`src/sv/bse_pkg.sv`:
```
`timescale 1ns / 1ps

package bse_pkg;

  localparam int unsigned MAX_CURVE_POINTS = 8;

  localparam int unsigned MV_W     = 16;
  localparam int unsigned PCT_W    = 7;
  localparam int unsigned PIDX_W   = 3;
  localparam int unsigned CNT_W    = 4;
  localparam int unsigned CFG_IDX_W = 3;
  localparam int unsigned CFG_DATA_W = 64;

  localparam int unsigned DIV_NUM_W = 24;
  localparam int unsigned DIV_DEN_W = 17;
  localparam int unsigned DIV_CNT_W = 5;

  // divide by 100 as multiply by ceil(2^30 / 100) and shift by 30
  localparam int unsigned FILT_RECIP_W = 24;
  localparam int unsigned FILT_PROD_W  = 48;
  localparam int unsigned FILT_SHIFT   = 30;
  localparam logic [FILT_RECIP_W-1:0] FILT_RECIP = 24'd10737419;

  localparam logic [PCT_W-1:0] PCT_FULL = 7'd100;

  // configuration register indexes
  localparam logic [CFG_IDX_W-1:0] CFG_POINT_COUNT = 3'd0;
  localparam logic [CFG_IDX_W-1:0] CFG_VOLT_LOW    = 3'd1;
  localparam logic [CFG_IDX_W-1:0] CFG_VOLT_HIGH   = 3'd2;
  localparam logic [CFG_IDX_W-1:0] CFG_CHARGE      = 3'd3;
  localparam logic [CFG_IDX_W-1:0] CFG_PACK_MIN    = 3'd4;
  localparam logic [CFG_IDX_W-1:0] CFG_PACK_MAX    = 3'd5;
  localparam logic [CFG_IDX_W-1:0] CFG_GAIN        = 3'd6;

  typedef struct packed {
    logic signed [15:0] adc_count;
    logic               adc_present;
  } in_t;

  typedef struct packed {
    logic [MV_W-1:0]  raw_mv;
    logic [MV_W-1:0]  filtered_mv;
    logic [PCT_W-1:0] charge_percent;
  } out_t;

  typedef enum logic [3:0] {
    ST_IDLE,
    ST_RAW,
    ST_FILT,
    ST_FDIV,
    ST_SEL,
    ST_LDIV,
    ST_P0,
    ST_PN,
    ST_WALK0,
    ST_WALK,
    ST_M1,
    ST_M2,
    ST_CSTART,
    ST_CDIV,
    ST_DONE
  } state_e;

  typedef enum logic [4:0] {
    OP_NONE,
    OP_LOAD,
    OP_RAW,
    OP_SEED,
    OP_FSTART,
    OP_FSTORE,
    OP_LSTART,
    OP_PCT_ZERO,
    OP_PCT_FULL,
    OP_PCT_CHG,
    OP_PCT_LQ,
    OP_PCT_CQ,
    OP_REWIND,
    OP_SET_LAST,
    OP_WALK_INIT,
    OP_WALK_STEP,
    OP_SEG_SAVE,
    OP_MUL1,
    OP_MUL2,
    OP_CSTART,
    OP_EMIT
  } op_e;

  typedef struct packed {
    logic seed;
    logic linear;
    logic lin_lo;
    logic lin_hi;
    logic p0_hit;
    logic pn_hit;
    logic seg_hit;
    logic span_zero;
    logic last_pt;
  } status_t;

endpackage

```
`src/sv/bse_if.sv`:
```
`timescale 1ns / 1ps

interface bse_in_if import bse_pkg::*; ();
  logic valid;
  logic ready;
  in_t  data;

  modport source (output valid, output data, input ready);
  modport sink (input valid, input data, output ready);
endinterface

interface bse_out_if import bse_pkg::*; ();
  logic valid;
  logic ready;
  out_t data;

  modport source (output valid, output data, input ready);
  modport sink (input valid, input data, output ready);
endinterface

```
`src/sv/battery_soc_estimator.sv`:
```
`timescale 1ns / 1ps

// channel   dir  handshake            payload
// in_i      in   valid/ready          adc_count, adc_present
// out_o     out  valid/ready          raw_mv, filtered_mv, charge_percent
// cfg       in   cfg_we_i, no stall   cfg_idx_i, cfg_data_i
//
// one item at a time, each through the 24-step divider (at most once, for the
// linear map or the interpolation) and the curve walk of one segment per cycle;
// the filter divides by 100 with a reciprocal multiply. the next input is taken
// the cycle after the result is loaded. reset empties the filter state and
// loads the register defaults. a held result in the output register does not
// block the next input; a new result waits in its final state until the output
// register frees.

module battery_soc_estimator import bse_pkg::*; (
  input  logic                  clk_i,
  input  logic                  rst_ni,
  bse_in_if.sink                in_i,
  bse_out_if.source             out_o,
  input  logic                  cfg_we_i,
  input  logic [CFG_IDX_W-1:0]  cfg_idx_i,
  input  logic [CFG_DATA_W-1:0] cfg_data_i
);

  op_e                  op;
  status_t              status;
  logic                 div_start;
  logic                 div_busy;
  logic                 div_done;
  logic [DIV_NUM_W-1:0] div_num;
  logic [DIV_DEN_W-1:0] div_den;
  logic [DIV_NUM_W-1:0] div_quo;

  bse_ctrl u_ctrl (
    .clk_i       (clk_i),
    .rst_ni      (rst_ni),
    .in_valid_i  (in_i.valid),
    .in_ready_o  (in_i.ready),
    .out_valid_o (out_o.valid),
    .out_ready_i (out_o.ready),
    .status_i    (status),
    .div_done_i  (div_done),
    .op_o        (op)
  );

  bse_dp u_dp (
    .clk_i       (clk_i),
    .rst_ni      (rst_ni),
    .cfg_we_i    (cfg_we_i),
    .cfg_idx_i   (cfg_idx_i),
    .cfg_data_i  (cfg_data_i),
    .in_data_i   (in_i.data),
    .op_i        (op),
    .status_o    (status),
    .div_start_o (div_start),
    .div_num_o   (div_num),
    .div_den_o   (div_den),
    .div_quo_i   (div_quo),
    .out_data_o  (out_o.data)
  );

  bse_div u_div (
    .clk_i   (clk_i),
    .rst_ni  (rst_ni),
    .start_i (div_start),
    .num_i   (div_num),
    .den_i   (div_den),
    .busy_o  (div_busy),
    .done_o  (div_done),
    .quo_o   (div_quo)
  );

  a_one_in_flight: assert property (@(posedge clk_i) disable iff (!rst_ni)
    in_i.valid && in_i.ready |=> !in_i.ready)
    else $error("input taken while an item is in flight");

  a_div_idle_on_start: assert property (@(posedge clk_i) disable iff (!rst_ni)
    div_start |-> !div_busy)
    else $error("divider restarted while busy");

  a_div_done_in_flight: assert property (@(posedge clk_i) disable iff (!rst_ni)
    div_done |-> !in_i.ready)
    else $error("divider finished with no item in flight");

endmodule

```
`src/sv/bse_div.sv`:
```
`timescale 1ns / 1ps

module bse_div import bse_pkg::*; (
  input  logic                 clk_i,
  input  logic                 rst_ni,
  input  logic                 start_i,
  input  logic [DIV_NUM_W-1:0] num_i,
  input  logic [DIV_DEN_W-1:0] den_i,
  output logic                 busy_o,
  output logic                 done_o,
  output logic [DIV_NUM_W-1:0] quo_o
);

  logic                 busy_q, busy_d;
  logic                 done_q, done_d;
  logic [DIV_CNT_W-1:0] cnt_q, cnt_d;
  logic [DIV_NUM_W-1:0] quo_q, quo_d;
  logic [DIV_DEN_W-1:0] rem_q, rem_d;
  logic [DIV_DEN_W-1:0] den_q, den_d;
  logic [DIV_DEN_W:0]   trial;

  // restoring division, one quotient bit per cycle
  always_comb begin
    busy_d = busy_q;
    done_d = 1'b0;
    cnt_d  = cnt_q;
    quo_d  = quo_q;
    rem_d  = rem_q;
    den_d  = den_q;
    trial  = {rem_q, quo_q[DIV_NUM_W-1]};
    if (start_i) begin
      busy_d = 1'b1;
      cnt_d  = '0;
      quo_d  = num_i;
      rem_d  = '0;
      den_d  = den_i;
    end else if (busy_q) begin
      if (trial >= {1'b0, den_q}) begin
        rem_d = DIV_DEN_W'(trial - {1'b0, den_q});
        quo_d = {quo_q[DIV_NUM_W-2:0], 1'b1};
      end else begin
        rem_d = trial[DIV_DEN_W-1:0];
        quo_d = {quo_q[DIV_NUM_W-2:0], 1'b0};
      end
      cnt_d = cnt_q + 1'b1;
      if (cnt_q == DIV_CNT_W'(DIV_NUM_W - 1)) begin
        busy_d = 1'b0;
        done_d = 1'b1;
      end
    end
  end

  always_ff @(posedge clk_i or negedge rst_ni) begin
    if (!rst_ni) begin
      busy_q <= 1'b0;
      done_q <= 1'b0;
    end else begin
      busy_q <= busy_d;
      done_q <= done_d;
    end
  end

  always_ff @(posedge clk_i) begin
    cnt_q <= cnt_d;
    quo_q <= quo_d;
    rem_q <= rem_d;
    den_q <= den_d;
  end

  assign busy_o = busy_q;
  assign done_o = done_q;
  assign quo_o  = quo_q;

endmodule

```
`src/sv/bse_ctrl.sv`:
```
`timescale 1ns / 1ps

module bse_ctrl import bse_pkg::*; (
  input  logic    clk_i,
  input  logic    rst_ni,
  input  logic    in_valid_i,
  output logic    in_ready_o,
  output logic    out_valid_o,
  input  logic    out_ready_i,
  input  status_t status_i,
  input  logic    div_done_i,
  output op_e     op_o
);

  state_e state_q, state_d;
  logic   out_valid_q, out_valid_d;
  logic   emit;

  always_comb begin
    state_d = state_q;
    op_o    = OP_NONE;
    emit    = 1'b0;
    unique case (state_q)
      ST_IDLE: begin
        if (in_valid_i) begin
          op_o    = OP_LOAD;
          state_d = ST_RAW;
        end
      end
      ST_RAW: begin
        op_o    = OP_RAW;
        state_d = ST_FILT;
      end
      ST_FILT: begin
        if (status_i.seed) begin
          op_o    = OP_SEED;
          state_d = ST_SEL;
        end else begin
          op_o    = OP_FSTART;
          state_d = ST_FDIV;
        end
      end
      ST_FDIV: begin
        op_o    = OP_FSTORE;
        state_d = ST_SEL;
      end
      ST_SEL: begin
        priority if (!status_i.linear) begin
          op_o    = OP_REWIND;
          state_d = ST_P0;
        end else if (status_i.lin_lo) begin
          op_o    = OP_PCT_ZERO;
          state_d = ST_DONE;
        end else if (status_i.lin_hi) begin
          op_o    = OP_PCT_FULL;
          state_d = ST_DONE;
        end else begin
          op_o    = OP_LSTART;
          state_d = ST_LDIV;
        end
      end
      ST_LDIV: begin
        if (div_done_i) begin
          op_o    = OP_PCT_LQ;
          state_d = ST_DONE;
        end
      end
      ST_P0: begin
        if (status_i.p0_hit) begin
          op_o    = OP_PCT_CHG;
          state_d = ST_DONE;
        end else begin
          op_o    = OP_SET_LAST;
          state_d = ST_PN;
        end
      end
      ST_PN: begin
        if (status_i.pn_hit) begin
          op_o    = OP_PCT_CHG;
          state_d = ST_DONE;
        end else begin
          op_o    = OP_REWIND;
          state_d = ST_WALK0;
        end
      end
      ST_WALK0: begin
        op_o    = OP_WALK_INIT;
        state_d = ST_WALK;
      end
      ST_WALK: begin
        priority if (status_i.seg_hit && status_i.span_zero) begin
          op_o    = OP_PCT_CHG;
          state_d = ST_DONE;
        end else if (status_i.seg_hit) begin
          op_o    = OP_SEG_SAVE;
          state_d = ST_M1;
        end else if (status_i.last_pt) begin
          // no segment holds the voltage
          op_o    = OP_PCT_ZERO;
          state_d = ST_DONE;
        end else begin
          op_o    = OP_WALK_STEP;
        end
      end
      ST_M1: begin
        op_o    = OP_MUL1;
        state_d = ST_M2;
      end
      ST_M2: begin
        op_o    = OP_MUL2;
        state_d = ST_CSTART;
      end
      ST_CSTART: begin
        op_o    = OP_CSTART;
        state_d = ST_CDIV;
      end
      ST_CDIV: begin
        if (div_done_i) begin
          op_o    = OP_PCT_CQ;
          state_d = ST_DONE;
        end
      end
      ST_DONE: begin
        if (!out_valid_q || out_ready_i) begin
          op_o    = OP_EMIT;
          emit    = 1'b1;
          state_d = ST_IDLE;
        end
      end
      default: state_d = ST_IDLE;
    endcase
    out_valid_d = emit | (out_valid_q & ~out_ready_i);
  end

  always_ff @(posedge clk_i or negedge rst_ni) begin
    if (!rst_ni) begin
      state_q     <= ST_IDLE;
      out_valid_q <= 1'b0;
    end else begin
      state_q     <= state_d;
      out_valid_q <= out_valid_d;
    end
  end

  assign in_ready_o  = (state_q == ST_IDLE);
  assign out_valid_o = out_valid_q;

endmodule

```
`src/sv/bse_dp.sv`:
```
`timescale 1ns / 1ps

module bse_dp import bse_pkg::*; (
  input  logic                  clk_i,
  input  logic                  rst_ni,
  input  logic                  cfg_we_i,
  input  logic [CFG_IDX_W-1:0]  cfg_idx_i,
  input  logic [CFG_DATA_W-1:0] cfg_data_i,
  input  in_t                   in_data_i,
  input  op_e                   op_i,
  output status_t               status_o,
  output logic                  div_start_o,
  output logic [DIV_NUM_W-1:0]  div_num_o,
  output logic [DIV_DEN_W-1:0]  div_den_o,
  input  logic [DIV_NUM_W-1:0]  div_quo_i,
  output out_t                  out_data_o
);

  // configuration
  logic [CNT_W-1:0]  pcnt_q;
  logic [63:0]       vlo_q;
  logic [63:0]       vhi_q;
  logic [55:0]       chg_q;
  logic [MV_W-1:0]   pmin_q;
  logic [MV_W-1:0]   pmax_q;
  logic [MV_W-1:0]   gain_q;

  // per item
  logic [30:0]       prod_q;
  logic [MV_W-1:0]   raw_q;
  logic [MV_W-1:0]   sm_q;
  logic [DIV_NUM_W-1:0] filt_q;
  logic [PCT_W-1:0]  pct_q;
  logic [PIDX_W-1:0] pidx_q;
  logic [MV_W-1:0]   vl_q;
  logic [PCT_W-1:0]  cl_q;
  logic [PCT_W-1:0]  cr_q;
  logic [MV_W-1:0]   span_q;
  logic [MV_W-1:0]   d_q;
  logic [22:0]       acc_q;
  out_t              out_q;

  logic [CNT_W-1:0]  n_eff;
  logic [PIDX_W-1:0] last_idx;
  logic [MV_W-1:0]   pv;
  logic [PCT_W-1:0]  pc;
  logic [MV_W-1:0]   raw_sat;
  logic [19:0]       prod_sh;
  logic [DIV_NUM_W-1:0] filt_num;
  logic [FILT_PROD_W-1:0] filt_prod;
  logic [MV_W-1:0]   filt_quo;
  logic [DIV_NUM_W-1:0] lin_num;
  logic [DIV_NUM_W-1:0] curve_num;
  logic [MV_W-1:0]   v_off;
  logic [MV_W-1:0]   seg_span;
  logic [PCT_W-1:0]  curve_sat;

  always_comb begin
    n_eff    = (pcnt_q > CNT_W'(MAX_CURVE_POINTS)) ? CNT_W'(MAX_CURVE_POINTS) : pcnt_q;
    last_idx = PIDX_W'(n_eff - 1'b1);
    pv       = pidx_q[2] ? vhi_q[pidx_q[1:0]*MV_W +: MV_W] : vlo_q[pidx_q[1:0]*MV_W +: MV_W];
    pc       = chg_q[pidx_q*PCT_W +: PCT_W];

    prod_sh  = prod_q[30:11];
    raw_sat  = (|prod_sh[19:16]) ? '1 : prod_sh[15:0];

    filt_num = 24'({8'b0, raw_q} * 24'd35) + 24'({8'b0, sm_q} * 24'd65) + 24'd50;
    // numerator stays below 2^23, so the reciprocal gives the exact quotient
    filt_prod = FILT_PROD_W'(filt_q) * FILT_PROD_W'(FILT_RECIP);
    filt_quo  = filt_prod[FILT_SHIFT +: MV_W];
    v_off    = sm_q - pmin_q;
    lin_num  = 24'({8'b0, v_off} * 24'd100);
    curve_num = {acc_q, 1'b0} + {8'b0, span_q};
    seg_span = pv - vl_q;
    curve_sat = (div_quo_i > DIV_NUM_W'(PCT_FULL)) ? PCT_FULL : div_quo_i[PCT_W-1:0];

    status_o.seed      = (sm_q == '0);
    status_o.linear    = (n_eff < CNT_W'(2));
    status_o.lin_lo    = (sm_q <= pmin_q);
    status_o.lin_hi    = (sm_q >= pmax_q);
    status_o.p0_hit    = (sm_q <= pv);
    status_o.pn_hit    = (sm_q >= pv);
    status_o.seg_hit   = (sm_q >= vl_q) && (sm_q <= pv);
    status_o.span_zero = (seg_span == '0);
    status_o.last_pt   = (pidx_q == last_idx);

    div_start_o = (op_i == OP_LSTART) || (op_i == OP_CSTART);
    unique case (op_i)
      OP_LSTART: begin
        div_num_o = lin_num;
        div_den_o = {1'b0, pmax_q - pmin_q};
      end
      default: begin
        div_num_o = curve_num;
        div_den_o = {span_q, 1'b0};
      end
    endcase
  end

  always_ff @(posedge clk_i or negedge rst_ni) begin
    if (!rst_ni) begin
      pcnt_q <= '0;
      vlo_q  <= '0;
      vhi_q  <= '0;
      chg_q  <= '0;
      pmin_q <= '0;
      pmax_q <= 16'hFFFF;
      gain_q <= 16'd256;
      sm_q   <= '0;
    end else begin
      if (cfg_we_i) begin
        unique case (cfg_idx_i)
          CFG_POINT_COUNT: pcnt_q <= cfg_data_i[CNT_W-1:0];
          CFG_VOLT_LOW:    vlo_q  <= cfg_data_i;
          CFG_VOLT_HIGH:   vhi_q  <= cfg_data_i;
          CFG_CHARGE:      chg_q  <= cfg_data_i[55:0];
          CFG_PACK_MIN:    pmin_q <= cfg_data_i[MV_W-1:0];
          CFG_PACK_MAX:    pmax_q <= cfg_data_i[MV_W-1:0];
          CFG_GAIN:        gain_q <= cfg_data_i[MV_W-1:0];
          default: ;
        endcase
      end
      if (op_i == OP_SEED) begin
        sm_q <= raw_q;
      end else if (op_i == OP_FSTORE) begin
        sm_q <= filt_quo;
      end
    end
  end

  always_ff @(posedge clk_i) begin
    unique case (op_i)
      OP_LOAD: begin
        // negative counts and an absent converter both give zero
        if (in_data_i.adc_present && !in_data_i.adc_count[15]) begin
          prod_q <= 31'(in_data_i.adc_count[14:0] * gain_q);
        end else begin
          prod_q <= '0;
        end
      end
      OP_RAW:       raw_q  <= raw_sat;
      OP_FSTART:    filt_q <= filt_num;
      OP_PCT_ZERO:  pct_q  <= '0;
      OP_PCT_FULL:  pct_q  <= PCT_FULL;
      OP_PCT_CHG:   pct_q  <= pc;
      OP_PCT_LQ:    pct_q  <= div_quo_i[PCT_W-1:0];
      OP_PCT_CQ:    pct_q  <= curve_sat;
      OP_REWIND:    pidx_q <= '0;
      OP_SET_LAST:  pidx_q <= last_idx;
      OP_WALK_INIT, OP_WALK_STEP: begin
        vl_q   <= pv;
        cl_q   <= pc;
        pidx_q <= pidx_q + 1'b1;
      end
      OP_SEG_SAVE: begin
        span_q <= seg_span;
        d_q    <= sm_q - vl_q;
        cr_q   <= pc;
      end
      OP_MUL1:      acc_q  <= 23'(cl_q * (span_q - d_q));
      OP_MUL2:      acc_q  <= acc_q + 23'(cr_q * d_q);
      OP_EMIT: begin
        out_q.raw_mv         <= raw_q;
        out_q.filtered_mv    <= sm_q;
        out_q.charge_percent <= pct_q;
      end
      default: ;
    endcase
  end

  assign out_data_o = out_q;

endmodule
```
`src/flat_wrapper.sv`:
```
// flat-port wrapper written by rule: the top's interface ports become plain ports
module battery_soc_estimator_flat import bse_pkg::*;
  (clk_i, rst_ni, cfg_we_i, cfg_idx_i, cfg_data_i, in_i_valid, in_i_data, in_i_ready, out_o_valid, out_o_data, out_o_ready);
  bse_in_if in_i_i ();
  bse_out_if out_o_i ();
  input  logic clk_i;
  input  logic rst_ni;
  input  logic cfg_we_i;
  input  logic [CFG_IDX_W-1:0] cfg_idx_i;
  input  logic [CFG_DATA_W-1:0] cfg_data_i;
  input wire logic [$bits(in_i_i.valid)-1:0] in_i_valid;
  input wire logic [$bits(in_i_i.data)-1:0] in_i_data;
  output wire logic [$bits(in_i_i.ready)-1:0] in_i_ready;
  output wire logic [$bits(out_o_i.valid)-1:0] out_o_valid;
  output wire logic [$bits(out_o_i.data)-1:0] out_o_data;
  input wire logic [$bits(out_o_i.ready)-1:0] out_o_ready;
  assign in_i_i.valid = in_i_valid;
  assign in_i_i.data = in_i_data;
  assign in_i_ready = in_i_i.ready;
  assign out_o_valid = out_o_i.valid;
  assign out_o_data = out_o_i.data;
  assign out_o_i.ready = out_o_ready;
  battery_soc_estimator u_core (.clk_i(clk_i), .rst_ni(rst_ni), .in_i(in_i_i), .out_o(out_o_i), .cfg_we_i(cfg_we_i), .cfg_idx_i(cfg_idx_i), .cfg_data_i(cfg_data_i));
endmodule
```
`config.mk`:
```
export PLATFORM = sky130hd
export DESIGN_NAME = battery_soc_estimator_flat
export DESIGN_NICKNAME = d
export VERILOG_FILES = /design/src/sv/bse_pkg.sv /design/src/sv/bse_if.sv /design/src/sv/battery_soc_estimator.sv /design/src/sv/bse_div.sv /design/src/sv/bse_ctrl.sv /design/src/sv/bse_dp.sv /design/src/flat_wrapper.sv
export SDC_FILE = /design/constraint.sdc
export NUM_CORES = 2
export LEC_CHECK = 0
export BUFFER_PORTS_ARGS = -buffer_cell sky130_fd_sc_hd__buf_4
export CORE_UTILIZATION = 50
export CTS_CLUSTER_SIZE = 16
export DETAILED_ROUTE_END_ITERATION = 10
export GPL_ROUTABILITY_DRIVEN = 0
export GPL_TIMING_DRIVEN = 0
export PLACE_DENSITY = 0.64
export SYNTH_ARGS = -nofsm -noshare
export SYNTH_HDL_FRONTEND = slang
export SYNTH_SLANG_ARGS = --single-unit
```
`constraint.sdc`:
```
create_clock -name clk_i -period 12.8 [get_ports clk_i]
set_clock_uncertainty 0.1 [all_clocks]
set_input_delay 3.84 -clock clk_i [delete_from_list [all_inputs] [get_ports clk_i]]
set_output_delay 3.84 -clock clk_i [all_outputs]
set_load 0.02 [all_outputs]
```
==> results.json <==
{
  "hold_violations": 0,
  "cp_slowest_cell": "fa_1",
  "outcome": "finished clean",
  "cp.arrival_ns": 10.30,
  "synthTopCellsByCount": "inv_1, ha_1, fa_1",
  "path_cells": "buf_4 > clkbuf_1 > nand2_1 > fa_1 > fa_1 > inv_1 > ha_1 > ha_1 > inv_1 > fa_1 > fa_1 > inv_1 > ha_1 > a211oi_1 > nand2_1 > o221ai_1 > nand2_1 > a31oi_1 > o21ai_0 > a41o_1 > a21oi_1 > o21bai_1 > or2_2 > a21oi_1",
  "synthFlopType": "dfrtp_1",
  "async_reset_ff_frac": 0.502,
  "seq_area_frac_synth": 0.245,
  "wirelength_um": 145000,
  "ys_seq_elements": 516,
  "area_delta_synth_final_pct": 8.76,
  "hpwlAfterDp_um": 119000,
  "insertion_delay_ns": 0.69,
  "layout-drive-gt1-share": 0.106,
  "yosysTopAreaCellShare": 0.224,
  "cts_resized": 0,
  "crit_path_start_kind": "input port",
  "synth_cells": 5463,
  "holdBufCountCts": 0,
  "synth-warning-count": 0,
  "drtAntennaViolNets": 0,
  "synth.most_common_cell": "inv_1",
  "cp_common_cell": "fa_1",
  "slew_headroom": 0.0940,
  "drv_slew": 0,
  "netlist_area_mm2": 0.0570,
  "drt_pass1_iterations": 5,
  "core-area_mm2": 0.113,
  "wire_per_inst_um": 20.1,
  "grt_first_pass_wirelength_um": 230000,
  "num_antenna_cells": 0,
  "grt_use_total": 0.256,
  "clockBufferDepth": 3,
  "vias": 39400,
  "period_share": 0.774,
  "critPathMaxStageDelay_ns": 0.56,
  "post_cts_buffers": 0,
  "cts_tree": "built",
  "tightestPinTransition_ns": 1.34,
  "worstSetupEndpointType": "flop",
  "crit_type": "input port to flop",
  "min_path_type": "flop to flop",
  "grt_antenna_before_repair": 1,
  "fin_crit_ns": 9.90,
  "cts.sinks": 516,
  "clockRootBuffer": "clkbuf_16",
  "final_area_mm2": 0.0620,
  "tns_ns": 0,
  "path_max_fanout": 10,
  "grt_pass1_vias": 40600,
  "grt_start_max_net_pins": 103,
  "fmax_mhz": 101,
  "hold_slack_ns": 0.322,
  "syn_area_per_cell_um2": 10.4,
  "synth.area.top_cells": "fa_1, ha_1, edfxtp_1, dfrtp_1, inv_1",
  "synth_fp_nets": 6943,
  "path_clk_slew_ns": 0.06,
  "io_pins": 130,
  "drc_errors": 0,
  "rsz0062_at_grt": "no",
  "dpl_cell_area_mm2": 0.0601,
  "start_util": 0.506,
  "die_area_mm2": 0.115,
  "cap_viol_max_count": 0,
  "rows": 123,
  "avgViaCountPerCell": 5.46,
  "ys_types": 90,
  "h-tree-depth": 2,
  "synth.largest_area_cell": "fa_1",
  "finalNetCount": 7142,
  "cts_buffers": 58,
  "io_buffers": 129,
  "die_y_um": 340,
  "required_ns": 13.20,
  "first_iter_violations": 2351,
  "grt-ovfl-total": 0,
  "finalSetupViolCount": 0,
  "die_w_um": 340,
  "synth_edf_count": 235
}
## cell type report
cell class / count / area (um^2)
fill: 10000 / 50800
multi-input combinational: 3732 / 38500
sequential: 516 / 14000
inverter: 1085 / 4070
tap: 1500 / 1880
clock buffer: 77 / 1640
timing repair buffer: 139 / 1110
buffer: 130 / 536
clock inverter: 33 / 354
## worst paths after layout
check / startpoint / to / slack (ns) / depth (start not counted)
min in group asynchronous: rst_ni / u_core.u_dp.vlo_q[42]$_DFFE_PN0P_ / 2.98 / 1
worst max register to register: u_core.u_dp.filt_q[12]$_DFFE_PN_ / u_core.u_dp.sm_q[14]$_DFFE_PN0P_ / 4.70 / 25
max in group asynchronous: rst_ni / u_core.u_dp.sm_q[4]$_DFFE_PN0P_ / 8.63 / 2
worst min register to register: u_core.u_dp.pct_q[5]$_DFFE_PP_ / u_core.u_dp.out_data_o[5]$_DFFE_PN_ / 0.32 / 0
worst min-delay path: u_core.u_dp.pct_q[5]$_DFFE_PP_ / u_core.u_dp.out_data_o[5]$_DFFE_PN_ / 0.32 / 0
worst max-delay path: in_i_data[3] / u_core.u_dp.prod_q[28]$_SDFFCE_PN0N_ / 2.90 / 24
## cells by family (layout without fill, tap and decap cells)
group / after synthesis / after routing / synth area share
and+or+nand+nor: 1141 / 1141 / 0.100
buffers and inverters: 1215 / 1464 / 0.0808
xor gates and xnor gates: 217 / 217 / 0.0333
AOI/OAI and AO/OA: 634 / 634 / 0.0739
muxes: 349 / 349 / 0.0773
adders and majority gates: 1391 / 1391 / 0.389
DFF: 516 / 516 / 0.245
## sequential cells by signal, indices dropped and copies added (netlist names), 17 cells and up
| name | cells |
|---|---|
| u_core.u_dp.acc_q | 23 |
| u_core.u_dp.vlo_q | 64 |
| u_core.u_div.den_q | 17 |
| u_core.u_dp.filt_q | 24 |
| u_core.u_div.rem_q | 17 |
| u_core.u_dp.out_data_o | 39 |
| u_core.u_div.quo_o | 24 |
| u_core.u_dp.chg_q | 56 |
| u_core.u_dp.prod_q | 20 |
| u_core.u_dp.vhi_q | 64 |
## stage by stage
step | utilization | setup slack (ns) | cells
after detailed placement | 0.532 | 2.23 | 7102
after global routing | 0.550 | 2.45 | 7212
final | 0.550 | 2.90 | 7212
after CTS | 0.550 | 2.90 | 7212
after floorplan | - | 3.19 | 5463
after global placement | 0.531 | 1.43 | 7092
## per-layer routing
layer	share of wire	GRT usage
met2	0.47	0.417
met4	0.030	0.0727
met3	0.049	0.0309
met1	0.45	0.360
met5	0.000083	0
## worst max-delay path, delay by kind of cell
kind	cells	cell delay (ns)
compound gates	8	2.25
fa+ha+maj	7	2.81
buf+inv	5	0.75
simple gates	4	0.64
## layout by cell type, fill, tap and decap left out, types with 172 or more instances in the layout
cell	n
inv_1	1085
ha_1	754
fa_1	637
nand2_1	377
mux2_2	250
and2_1	246
dfrtp_1	242
edfxtp_1	235
a21oi_1	173
nor2_1	172
Power is left out: the tool's default activity adds up to more than one toggle a clock period on the data nets, which glitch-free logic cannot reach.
